<file path="src/sv/rld_pkg.sv">
// ----------------------------------------------------------------------------
// rld_pkg
// Shared types and codes for the run-length row decoder.
// ----------------------------------------------------------------------------
package rld_pkg;

    localparam int unsigned CfgAddrWidth = 3;
    localparam int unsigned CfgDataWidth = 32;

    localparam logic [2:0] ST_OK       = 3'd0;
    localparam logic [2:0] ST_TRUNC    = 3'd1;
    localparam logic [2:0] ST_OVERFLOW = 3'd2;
    localparam logic [2:0] ST_ZEROLIT  = 3'd3;
    localparam logic [2:0] ST_SHORT    = 3'd4;

    localparam logic REG_BPP        = 1'b0;
    localparam logic REG_ROW_PIXELS = 1'b1;

    typedef enum logic [6:0] {
        PH_LEN_LO  = 7'b0000001,
        PH_LEN_HI  = 7'b0000010,
        PH_TAG     = 7'b0000100,
        PH_REPEAT  = 7'b0001000,
        PH_LCOUNT  = 7'b0010000,
        PH_LITERAL = 7'b0100000,
        PH_DISCARD = 7'b1000000
    } t_phase;

    typedef struct packed {
        logic [1:0]  bytes_per_pixel;
        logic [15:0] row_pixels;
    } t_cfg;

    typedef struct packed {
        logic [23:0] pixel_value;
        logic [7:0]  run_count;
        logic        pixel_present;
        logic        row_end;
        logic [2:0]  status;
    } t_result;

    function automatic t_phase end_phase(input logic [15:0] consumed,
                                         input logic [15:0] length);
        return (consumed >= length) ? PH_LEN_LO : PH_DISCARD;
    endfunction

endpackage

</file>
<file path="src/sv/rle_row_decoder.sv">
// ----------------------------------------------------------------------------
// rle_row_decoder
// Run-length row decoder with literal blocks, one compressed byte per transfer.
// ----------------------------------------------------------------------------
//   Channel   Direction   Handshake            Payload
//   input     in          i_valid / o_stall    i_stream_byte
//   output    out         o_valid / i_stall    o_pixel_value, o_run_count,
//                                              o_pixel_present, o_row_end, o_status
//   config    in          APB psel / penable   paddr, pwdata, prdata
//
// A byte is registered on input and then decoded into the result register, so
// one byte is taken every cycle unless a byte that yields a result waits on
// a stalled output. The result register is the only point of back-pressure.
// A byte that yields no result is decoded even while the output is stalled.
// Reset returns the decoder to expecting a row length and restores defaults.
// ----------------------------------------------------------------------------
module rle_row_decoder (
    input  logic                                i_clk,
    input  logic                                i_rst_n,
    input  logic                                i_valid,
    output logic                                o_stall,
    input  logic [7:0]                          i_stream_byte,
    output logic                                o_valid,
    input  logic                                i_stall,
    output logic [23:0]                         o_pixel_value,
    output logic [7:0]                          o_run_count,
    output logic                                o_pixel_present,
    output logic                                o_row_end,
    output logic [2:0]                          o_status,
    input  logic                                psel,
    input  logic                                penable,
    input  logic                                pwrite,
    input  logic [rld_pkg::CfgAddrWidth-1:0]    paddr,
    input  logic [rld_pkg::CfgDataWidth-1:0]    pwdata,
    output logic [rld_pkg::CfgDataWidth-1:0]    prdata,
    output logic                                pready
);
    import rld_pkg::*;

    t_cfg     cfg;
    t_result  core_result;
    t_result  r_result;
    logic     core_has_result;
    logic     r_in_valid;
    logic [7:0] r_in_byte;
    logic     r_out_valid;
    logic     out_free;
    logic     advance;
    logic     in_take;

    rld_cfg u_cfg (
        .i_clk   (i_clk),
        .i_rst_n (i_rst_n),
        .psel    (psel),
        .penable (penable),
        .pwrite  (pwrite),
        .paddr   (paddr),
        .pwdata  (pwdata),
        .prdata  (prdata),
        .pready  (pready),
        .o_cfg   (cfg)
    );

    rld_core u_core (
        .i_clk        (i_clk),
        .i_rst_n      (i_rst_n),
        .i_advance    (advance),
        .i_byte       (r_in_byte),
        .i_cfg        (cfg),
        .o_has_result (core_has_result),
        .o_result     (core_result)
    );

    assign out_free = !r_out_valid || !i_stall;
    assign advance  = r_in_valid && (out_free || !core_has_result);
    assign o_stall  = r_in_valid && !advance;
    assign in_take  = i_valid && !o_stall;

    always_ff @(posedge i_clk) begin
        if (!i_rst_n) begin
            r_in_valid <= 1'b0;
        end else if (in_take) begin
            r_in_valid <= 1'b1;
        end else if (advance) begin
            r_in_valid <= 1'b0;
        end
    end

    always_ff @(posedge i_clk) begin
        if (in_take) begin
            r_in_byte <= i_stream_byte;
        end
    end

    always_ff @(posedge i_clk) begin
        if (!i_rst_n) begin
            r_out_valid <= 1'b0;
        end else if (advance && core_has_result) begin
            r_out_valid <= 1'b1;
        end else if (!i_stall) begin
            r_out_valid <= 1'b0;
        end
    end

    always_ff @(posedge i_clk) begin
        if (advance && core_has_result) begin
            r_result <= core_result;
        end
    end

    assign o_valid         = r_out_valid;
    assign o_pixel_value   = r_result.pixel_value;
    assign o_run_count     = r_result.run_count;
    assign o_pixel_present = r_result.pixel_present;
    assign o_row_end       = r_result.row_end;
    assign o_status        = r_result.status;

endmodule

</file>
<file path="src/sv/rld_cfg.sv">
// ----------------------------------------------------------------------------
// rld_cfg
// Configuration registers behind the APB-style port.
// ----------------------------------------------------------------------------
module rld_cfg (
    input  logic                                i_clk,
    input  logic                                i_rst_n,
    input  logic                                psel,
    input  logic                                penable,
    input  logic                                pwrite,
    input  logic [rld_pkg::CfgAddrWidth-1:0]    paddr,
    input  logic [rld_pkg::CfgDataWidth-1:0]    pwdata,
    output logic [rld_pkg::CfgDataWidth-1:0]    prdata,
    output logic                                pready,
    output rld_pkg::t_cfg                       o_cfg
);
    import rld_pkg::*;

    logic [1:0]  r_bpp;
    logic [15:0] r_row_pixels;
    logic        wr_en;

    assign pready = 1'b1;
    assign wr_en  = psel && penable && pwrite;

    always_ff @(posedge i_clk) begin
        if (!i_rst_n) begin
            r_bpp        <= 2'd1;
            r_row_pixels <= 16'd1;
        end else if (wr_en) begin
            unique case (paddr[2])
                REG_BPP:        r_bpp        <= pwdata[1:0];
                REG_ROW_PIXELS: r_row_pixels <= pwdata[15:0];
                default:        r_bpp        <= r_bpp;
            endcase
        end
    end

    always_comb begin
        unique case (paddr[2])
            REG_BPP:        prdata = {{(CfgDataWidth-2){1'b0}}, r_bpp};
            REG_ROW_PIXELS: prdata = {{(CfgDataWidth-16){1'b0}}, r_row_pixels};
            default:        prdata = '0;
        endcase
    end

    assign o_cfg.bytes_per_pixel = r_bpp;
    assign o_cfg.row_pixels      = r_row_pixels;

endmodule

</file>
<file path="src/sv/rld_core.sv">
// ----------------------------------------------------------------------------
// rld_core
// Decode state and the single-pass next-state and result logic per byte.
// ----------------------------------------------------------------------------
module rld_core (
    input  logic             i_clk,
    input  logic             i_rst_n,
    input  logic             i_advance,
    input  logic [7:0]       i_byte,
    input  rld_pkg::t_cfg    i_cfg,
    output logic             o_has_result,
    output rld_pkg::t_result o_result
);
    import rld_pkg::*;

    t_phase      r_phase, n_phase;
    logic [15:0] r_row_length, n_row_length;
    logic [15:0] r_consumed, n_consumed;
    logic [15:0] r_filled, n_filled;
    logic [23:0] r_collector, n_collector;
    logic [1:0]  r_byte_idx, n_byte_idx;
    logic [7:0]  r_block_count, n_block_count;
    logic [7:0]  r_lit_left, n_lit_left;

    logic [1:0]  bpp;
    logic [15:0] consumed_inc;
    logic [23:0] collected;
    logic [9:0]  lit_bytes;
    logic [16:0] tag_need;
    logic [16:0] lit_need;
    logic [16:0] fill_need;
    logic [15:0] filled_sum;
    logic [7:0]  cnt;
    logic        more;

    assign bpp          = (i_cfg.bytes_per_pixel == 2'd0) ? 2'd1 : i_cfg.bytes_per_pixel;
    assign consumed_inc = r_consumed + 16'd1;
    assign collected    = {r_collector[15:0], i_byte};
    assign lit_bytes    = {2'b00, i_byte} * {8'h00, bpp};
    assign tag_need     = {1'b0, consumed_inc} + {15'd0, bpp};
    assign lit_need     = {1'b0, consumed_inc} + {7'd0, lit_bytes};
    assign fill_need    = {1'b0, r_filled} + {9'd0, i_byte};

    always_comb begin
        n_phase       = r_phase;
        n_row_length  = r_row_length;
        n_consumed    = r_consumed;
        n_filled      = r_filled;
        n_collector   = r_collector;
        n_byte_idx    = r_byte_idx;
        n_block_count = r_block_count;
        n_lit_left    = r_lit_left;
        o_has_result  = 1'b0;
        o_result      = '0;
        cnt           = 8'd0;
        more          = 1'b0;
        filled_sum    = 16'd0;

        unique case (r_phase)
            PH_LEN_LO: begin
                n_row_length = {8'h00, i_byte};
                n_phase      = PH_LEN_HI;
            end
            PH_LEN_HI: begin
                n_row_length = {i_byte, r_row_length[7:0]};
                n_consumed   = 16'd0;
                n_filled     = 16'd0;
                n_collector  = 24'd0;
                n_byte_idx   = 2'd0;
                if (i_cfg.row_pixels == 16'd0) begin
                    n_phase         = end_phase(16'd0, n_row_length);
                    o_has_result    = 1'b1;
                    o_result.row_end = 1'b1;
                    o_result.status = ST_OK;
                end else if (n_row_length == 16'd0) begin
                    n_phase         = PH_LEN_LO;
                    o_has_result    = 1'b1;
                    o_result.row_end = 1'b1;
                    o_result.status = ST_SHORT;
                end else begin
                    n_phase = PH_TAG;
                end
            end
            PH_TAG: begin
                n_consumed = consumed_inc;
                if (i_byte != 8'd0) begin
                    n_block_count = i_byte;
                    if (tag_need > {1'b0, r_row_length}) begin
                        n_phase          = end_phase(consumed_inc, r_row_length);
                        o_has_result     = 1'b1;
                        o_result.row_end = 1'b1;
                        o_result.status  = ST_TRUNC;
                    end else if (fill_need > {1'b0, i_cfg.row_pixels}) begin
                        n_phase          = end_phase(consumed_inc, r_row_length);
                        o_has_result     = 1'b1;
                        o_result.row_end = 1'b1;
                        o_result.status  = ST_OVERFLOW;
                    end else begin
                        n_byte_idx  = 2'd0;
                        n_collector = 24'd0;
                        n_phase     = PH_REPEAT;
                    end
                end else if (consumed_inc >= r_row_length) begin
                    n_phase          = PH_LEN_LO;
                    o_has_result     = 1'b1;
                    o_result.row_end = 1'b1;
                    o_result.status  = ST_TRUNC;
                end else begin
                    n_phase = PH_LCOUNT;
                end
            end
            PH_LCOUNT: begin
                n_consumed = consumed_inc;
                if (i_byte == 8'd0) begin
                    n_phase          = end_phase(consumed_inc, r_row_length);
                    o_has_result     = 1'b1;
                    o_result.row_end = 1'b1;
                    o_result.status  = ST_ZEROLIT;
                end else if (lit_need > {1'b0, r_row_length}) begin
                    n_phase          = end_phase(consumed_inc, r_row_length);
                    o_has_result     = 1'b1;
                    o_result.row_end = 1'b1;
                    o_result.status  = ST_TRUNC;
                end else if (fill_need > {1'b0, i_cfg.row_pixels}) begin
                    n_phase          = end_phase(consumed_inc, r_row_length);
                    o_has_result     = 1'b1;
                    o_result.row_end = 1'b1;
                    o_result.status  = ST_OVERFLOW;
                end else begin
                    n_lit_left  = i_byte;
                    n_byte_idx  = 2'd0;
                    n_collector = 24'd0;
                    n_phase     = PH_LITERAL;
                end
            end
            PH_REPEAT, PH_LITERAL: begin
                n_consumed = consumed_inc;
                if (({1'b0, r_byte_idx} + 3'd1) < {1'b0, bpp}) begin
                    n_byte_idx  = r_byte_idx + 2'd1;
                    n_collector = collected;
                    if (consumed_inc >= r_row_length) begin
                        n_phase          = PH_LEN_LO;
                        o_has_result     = 1'b1;
                        o_result.row_end = 1'b1;
                        o_result.status  = ST_TRUNC;
                    end
                end else begin
                    n_byte_idx  = 2'd0;
                    n_collector = 24'd0;
                    if (r_phase == PH_REPEAT) begin
                        cnt  = r_block_count;
                        more = 1'b0;
                    end else begin
                        cnt        = 8'd1;
                        n_lit_left = r_lit_left - 8'd1;
                        more       = (n_lit_left != 8'd0);
                    end
                    filled_sum             = r_filled + {8'h00, cnt};
                    n_filled               = filled_sum;
                    o_has_result           = 1'b1;
                    o_result.pixel_value   = collected;
                    o_result.run_count     = cnt;
                    o_result.pixel_present = 1'b1;
                    if (filled_sum >= i_cfg.row_pixels) begin
                        n_phase          = end_phase(consumed_inc, r_row_length);
                        o_result.row_end = 1'b1;
                        o_result.status  = ST_OK;
                    end else if (consumed_inc >= r_row_length) begin
                        n_phase          = PH_LEN_LO;
                        o_result.row_end = 1'b1;
                        o_result.status  = more ? ST_TRUNC : ST_SHORT;
                    end else if (!more) begin
                        n_phase = PH_TAG;
                    end
                end
            end
            PH_DISCARD: begin
                n_consumed = consumed_inc;
                if (consumed_inc >= r_row_length) begin
                    n_phase = PH_LEN_LO;
                end
            end
            default: begin
                n_phase = PH_LEN_LO;
            end
        endcase
    end

    always_ff @(posedge i_clk) begin
        if (!i_rst_n) begin
            r_phase       <= PH_LEN_LO;
            r_row_length  <= 16'd0;
            r_consumed    <= 16'd0;
            r_filled      <= 16'd0;
            r_collector   <= 24'd0;
            r_byte_idx    <= 2'd0;
            r_block_count <= 8'd0;
            r_lit_left    <= 8'd0;
        end else if (i_advance) begin
            r_phase       <= n_phase;
            r_row_length  <= n_row_length;
            r_consumed    <= n_consumed;
            r_filled      <= n_filled;
            r_collector   <= n_collector;
            r_byte_idx    <= n_byte_idx;
            r_block_count <= n_block_count;
            r_lit_left    <= n_lit_left;
        end
    end

endmodule

</file>
<file path="config.mk">
export PLATFORM = sky130hd
export DESIGN_NAME = rle_row_decoder
export DESIGN_NICKNAME = d
export VERILOG_FILES = /design/src/sv/rld_pkg.sv /design/src/sv/rle_row_decoder.sv /design/src/sv/rld_cfg.sv /design/src/sv/rld_core.sv
export SDC_FILE = /design/constraint.sdc
export NUM_CORES = 1
export LEC_CHECK = 0
export BUFFER_PORTS_ARGS = -buffer_cell sky130_fd_sc_hd__buf_4
export CORE_UTILIZATION = 62
export CTS_BUF_LIST = sky130_fd_sc_hd__clkbuf_8
export DETAILED_ROUTE_END_ITERATION = 12
export GPL_ROUTABILITY_DRIVEN = 1
export GPL_TIMING_DRIVEN = 0
export PLACE_DENSITY = 0.84
export SLEW_MARGIN = 30
export SYNTH_ARGS = -nofsm -noshare
export SYNTH_HDL_FRONTEND = slang
export SYNTH_SLANG_ARGS = --single-unit
</file>
<file path="constraint.sdc">
create_clock -name i_clk -period 9.82 [get_ports i_clk]
set_input_delay 1.964 -clock i_clk [delete_from_list [all_inputs] [get_ports i_clk]]
set_output_delay 1.964 -clock i_clk [all_outputs]
set_load 0.05 [all_outputs]
</file>
==> key figures <==
Run status
  – Status: finished clean

Placed design
  – Port bufs: 85
  – Post-DP HPWL: 24.3 mm
  – Placed cell count: 1666
  – Post-Place Cell Area: 0.0123 mm^2
  – Placer Congestion: 0.985

Hold path
  – Worst hold stages: 2
  – Worst hold path class: register to register
  – WHS Endpoint: u_core.r_collector[12]
  – HP Start: u_core.r_collector[12]

Logic synthesis
  – Post-Synthesis Cells: 1336
  – Syn Area/Cell: 8.48 um^2
  – Leading register cell type out of synthesis: dfxtp_1
  – EDFF count, synth: 45
  – Fraction of registers with async set or reset after synthesis: 0%
  – Syn Std Cell Area: 0.0113 mm^2
  – Mux cell area share after synthesis: 1.95%
  – Largest family of logic cells by synthesized area: simple AND/OR/NAND/NOR gates
  – Synth Area in Simple Gates: 21.4%
  – Synthesized flop and latch total: 154
  – Yosys warnings: 0
  – Sequential share of the synthesized area: 31.2%
  – Post-synthesis compound-gate area fraction: 18.3%
  – Post-synth cell types: 85
  – Synth Area in XOR/XNOR: 5.57%
  – Post-Synth Adder-Cell Area: 14.6%

Clock tree
  – Clock Sinks: 154
  – TritonCTS clock tree: built
  – Hold-fix buffers at CTS: 0
  – Post-cts sizing count: 0
  – Clock latency on the worst-skew pair: 480 ps
  – Worst-path clk slew: 90 ps
  – CTS Buffer Depth: 2
  – Post-CTS Setup Bufs: 0
  – H-Tree Level Count: 4
  – Root Buffer: clkbuf_8
  – CTS buffer count: 17

Timing
  – Total Negative Setup Slacks: 0 ps
  – Final hold vios: 0
  – Crit path time final: 9200 ps
  – Final period utilization: 93.7%
  – Hold_ws: 468 ps
  – Max Clock Skew: 13.8 ps
  – Finish-stage setup viols: 0
  – Slew HR: 34.3%
  – RSZ-0062 raised after global routing: false
  – Slew @ Worst Pin: 981 ps
  – Pins Over Slew Limit: 0
  – Fmax: 109 MHz

Worst setup path
  – Reg2reg end: o_pixel_value[3]
  – Critical Path Source Type: register
  – Cells on worst reg2reg path: 26
  – Worst EP arrival: 7230 ps
  – CP peak stage delay: 620 ps
  – Slowest stage cell, crit path: a311oi_1
  – CP Max Fanout: 10
  – Worst R2R Setup Slack: 2690 ps
  – Setup CP Type: register to output pin
  – CP cell instances: buf_4, nand4_2, buf_2, nor2_1, nand2_1, xor2_1, inv_1, fa_1, ha_1, a2111o_1, o22ai_1, o21ai_0, nand2_1, nor2_1, xnor2_1, ha_1, nand2_1, nor3_1, o31ai_1, a31oi_1, a31oi_4, a2bb2oi_4, a311oi_1, buf_4
  – Worst reg2reg path startpoint: u_core.r_consumed[3]
  – Critical Path End Type: output pin
  – Critical Path Most Common Cell: nand2_1
  – Worst Path Required: 7860 ps

Floorplan
  – Chip height: 137 um
  – Die ar.: 0.0188 mm^2
  – Chip width: 137 um
  – Ports: 122
  – Core ar.: 0.0180 mm^2
  – # rows: 49
  – Starting Density: 63.1%

Power and ir drop
  – Pwr Total: 1.35 mW
  – Leak Pwr: 5.55 nW
  – Peak supply drop: 0.0000902 V
  – Power density cells: 106 mW/mm^2

Layout
  – Non-Filler Instances: 1698
  – Share of layout cells above drive strength 1: 12.1%
  – Post-Layout Inst Area: 0.0127 mm^2
  – Area Growth Syn to Fin: 12.3%
  – Ant diodes: 0
  – Fill cells: 1446
  – Final nets: 1631

Global routing
  – First-pass GRT wire length: 50.9 mm
  – Total congestion overflow: 0
  – Initial antenna violation count: 0
  – Largest net degree at the start of global routing: 24
  – Number of global-route vias before repair: 9886
  – GRT Total Usage: 35.4%

Detailed routing
  – TritonRoute pass-1 iters: 5
  – Routed vias: 10500
  – DR iter-0 viols: 1041
  – Routed WL: 32.2 mm
  – Post-route ant nets: 0
  – Remaining DRCs: 0
  – Drt wl/cell: 19.0 um
  – Via density: 6.17

Flow run
  – Max_cap viols: 0
[synth_stat cells, drive strengths merged, types with 7 or more instances]
cell type	count	area share [%]
buf	39	2.4
a21o	25	1.7
xnor2	51	3.9
a211oi	13	0.91
and2	33	1.8
nand2	156	5.2
o21bai	11	0.83
fa	12	2.1
nand3b	8	0.53
a31oi	12	0.98
o31ai	9	0.60
nor2b	7	0.39
o211ai	13	0.86
dfxtp	109	19
or3	14	0.77
nand3	53	2.3
o22ai	19	1.0
nor2	64	2.1
clkbuf	55	1.8
mux2i	21	1.9
o21a	8	0.53
o21ai	51	2.3
a21oi	100	4.5
xor2	21	1.6
edfxtp	45	12
and3	40	2.2
nor4	19	1.0
inv	83	2.8
ha	113	12
nor3	24	1.2
a22o	9	0.70
nand2b	12	0.66
nand4	21	1.3
[worst max-delay path by stage]
stage                               startpoint               end  slack, ps
after global routing              r_in_byte[0]           o_stall        270
after global placement    u_core.r_consumed[3]  o_pixel_value[1]       1090
after CTS                         r_in_byte[1]           o_stall        830
final                     u_core.r_consumed[3]           o_stall        620
after floorplan           u_core.r_consumed[4]           o_stall       1870
after detailed placement          r_in_byte[1]           o_stall       1410
[kinds of logic after synthesis]
logic type | count (synthesis)
compound gates | 310
xor+xnor | 72
fa+ha+maj | 125
buf+inv | 177
flops | 154
mux | 22
other cells | 2
simple gates | 474
[area by class of cell]
cell class	count	area, um^2	area share, %
Buffer	94	475	3.74
Clock buffer	18	248	1.95
Clock inverter	14	134	1.05
Inverter	83	312	2.45
Multi-Input combinational cell	1020	7080	55.6
Sequential cell	154	3530	27.8
Tap cell	229	287	2.25
Timing Repair Buffer	86	653	5.14
[critical path: cells and delay by family (launching register included)]
family	cells	cell delay [ps]
AOI/OAI and AO/OA	8	2590
DFF	1	320
buffers and inverters	4	900
and+or+nand+nor	7	1280
adders and majority gates	3	1190
xor gates and xnor gates	2	480
[state kept, by name (all words and copies together) (netlist names)]
name,count
u_core.r_consumed,16
u_cfg.r_bpp,2
o_row_end,1
u_core.r_byte_idx,2
r_in_valid,1
u_core.r_collector,16
r_in_byte,8
u_core.r_filled,16
o_pixel_value,24
o_run_count,8
o_status,3
u_core.r_block_count,8
u_core.r_lit_left,8
o_valid,1
u_cfg.r_row_pixels,16
u_core.r_row_length,16
u_core.r_phase,7
o_pixel_present,1
[layout by cell type (no fill, tap or decap), types with 13 or more instances in the layout]
master,netlist,routed
edfxtp_1,45,45
xor2_1,21,21
dfxtp_1,109,109
mux2i_1,21,21
inv_1,82,83
ha_1,113,113
nand4_1,19,19
clkbuf_8,0,18
or3_1,14,14
o21ai_0,51,51
conb_1,2,17
clkbuf_1,53,53
and2_1,33,33
nand3_1,53,53
nand2_1,156,156
nor3_1,22,22
buf_4,20,105
and3_1,40,40
a21o_1,25,25
o211ai_1,13,13
nor2_1,64,64
xnor2_1,51,51
nor4_1,19,19
o22ai_1,19,19
a21oi_1,99,98
[per-layer routing]
metal | GRT usage, % | share of wire (%)
met5 | 0 | 0
met4 | 15.8 | 4.1
met3 | 7.36 | 8.0
met2 | 56.0 | 45
met1 | 46.5 | 43
[through the flow]
step	worst slack (ps)	utilization [%]
4_1_cts	825	70.8
6_report	621	70.8
2_1_floorplan	1870	-
5_1_grt	269	70.8
3_3_place_gp	1090	68.5
3_5_place_dp	1410	68.7
[power breakdown]
group	switching (mW)	total, mW	leakage, nW	internal [mW]
Sequential	0.00904	0.668	1.38	0.659
Clock	0.277	0.489	0.191	0.213
Combinational	0.130	0.196	3.98	0.0659
(Power assumes the default switching activity.)
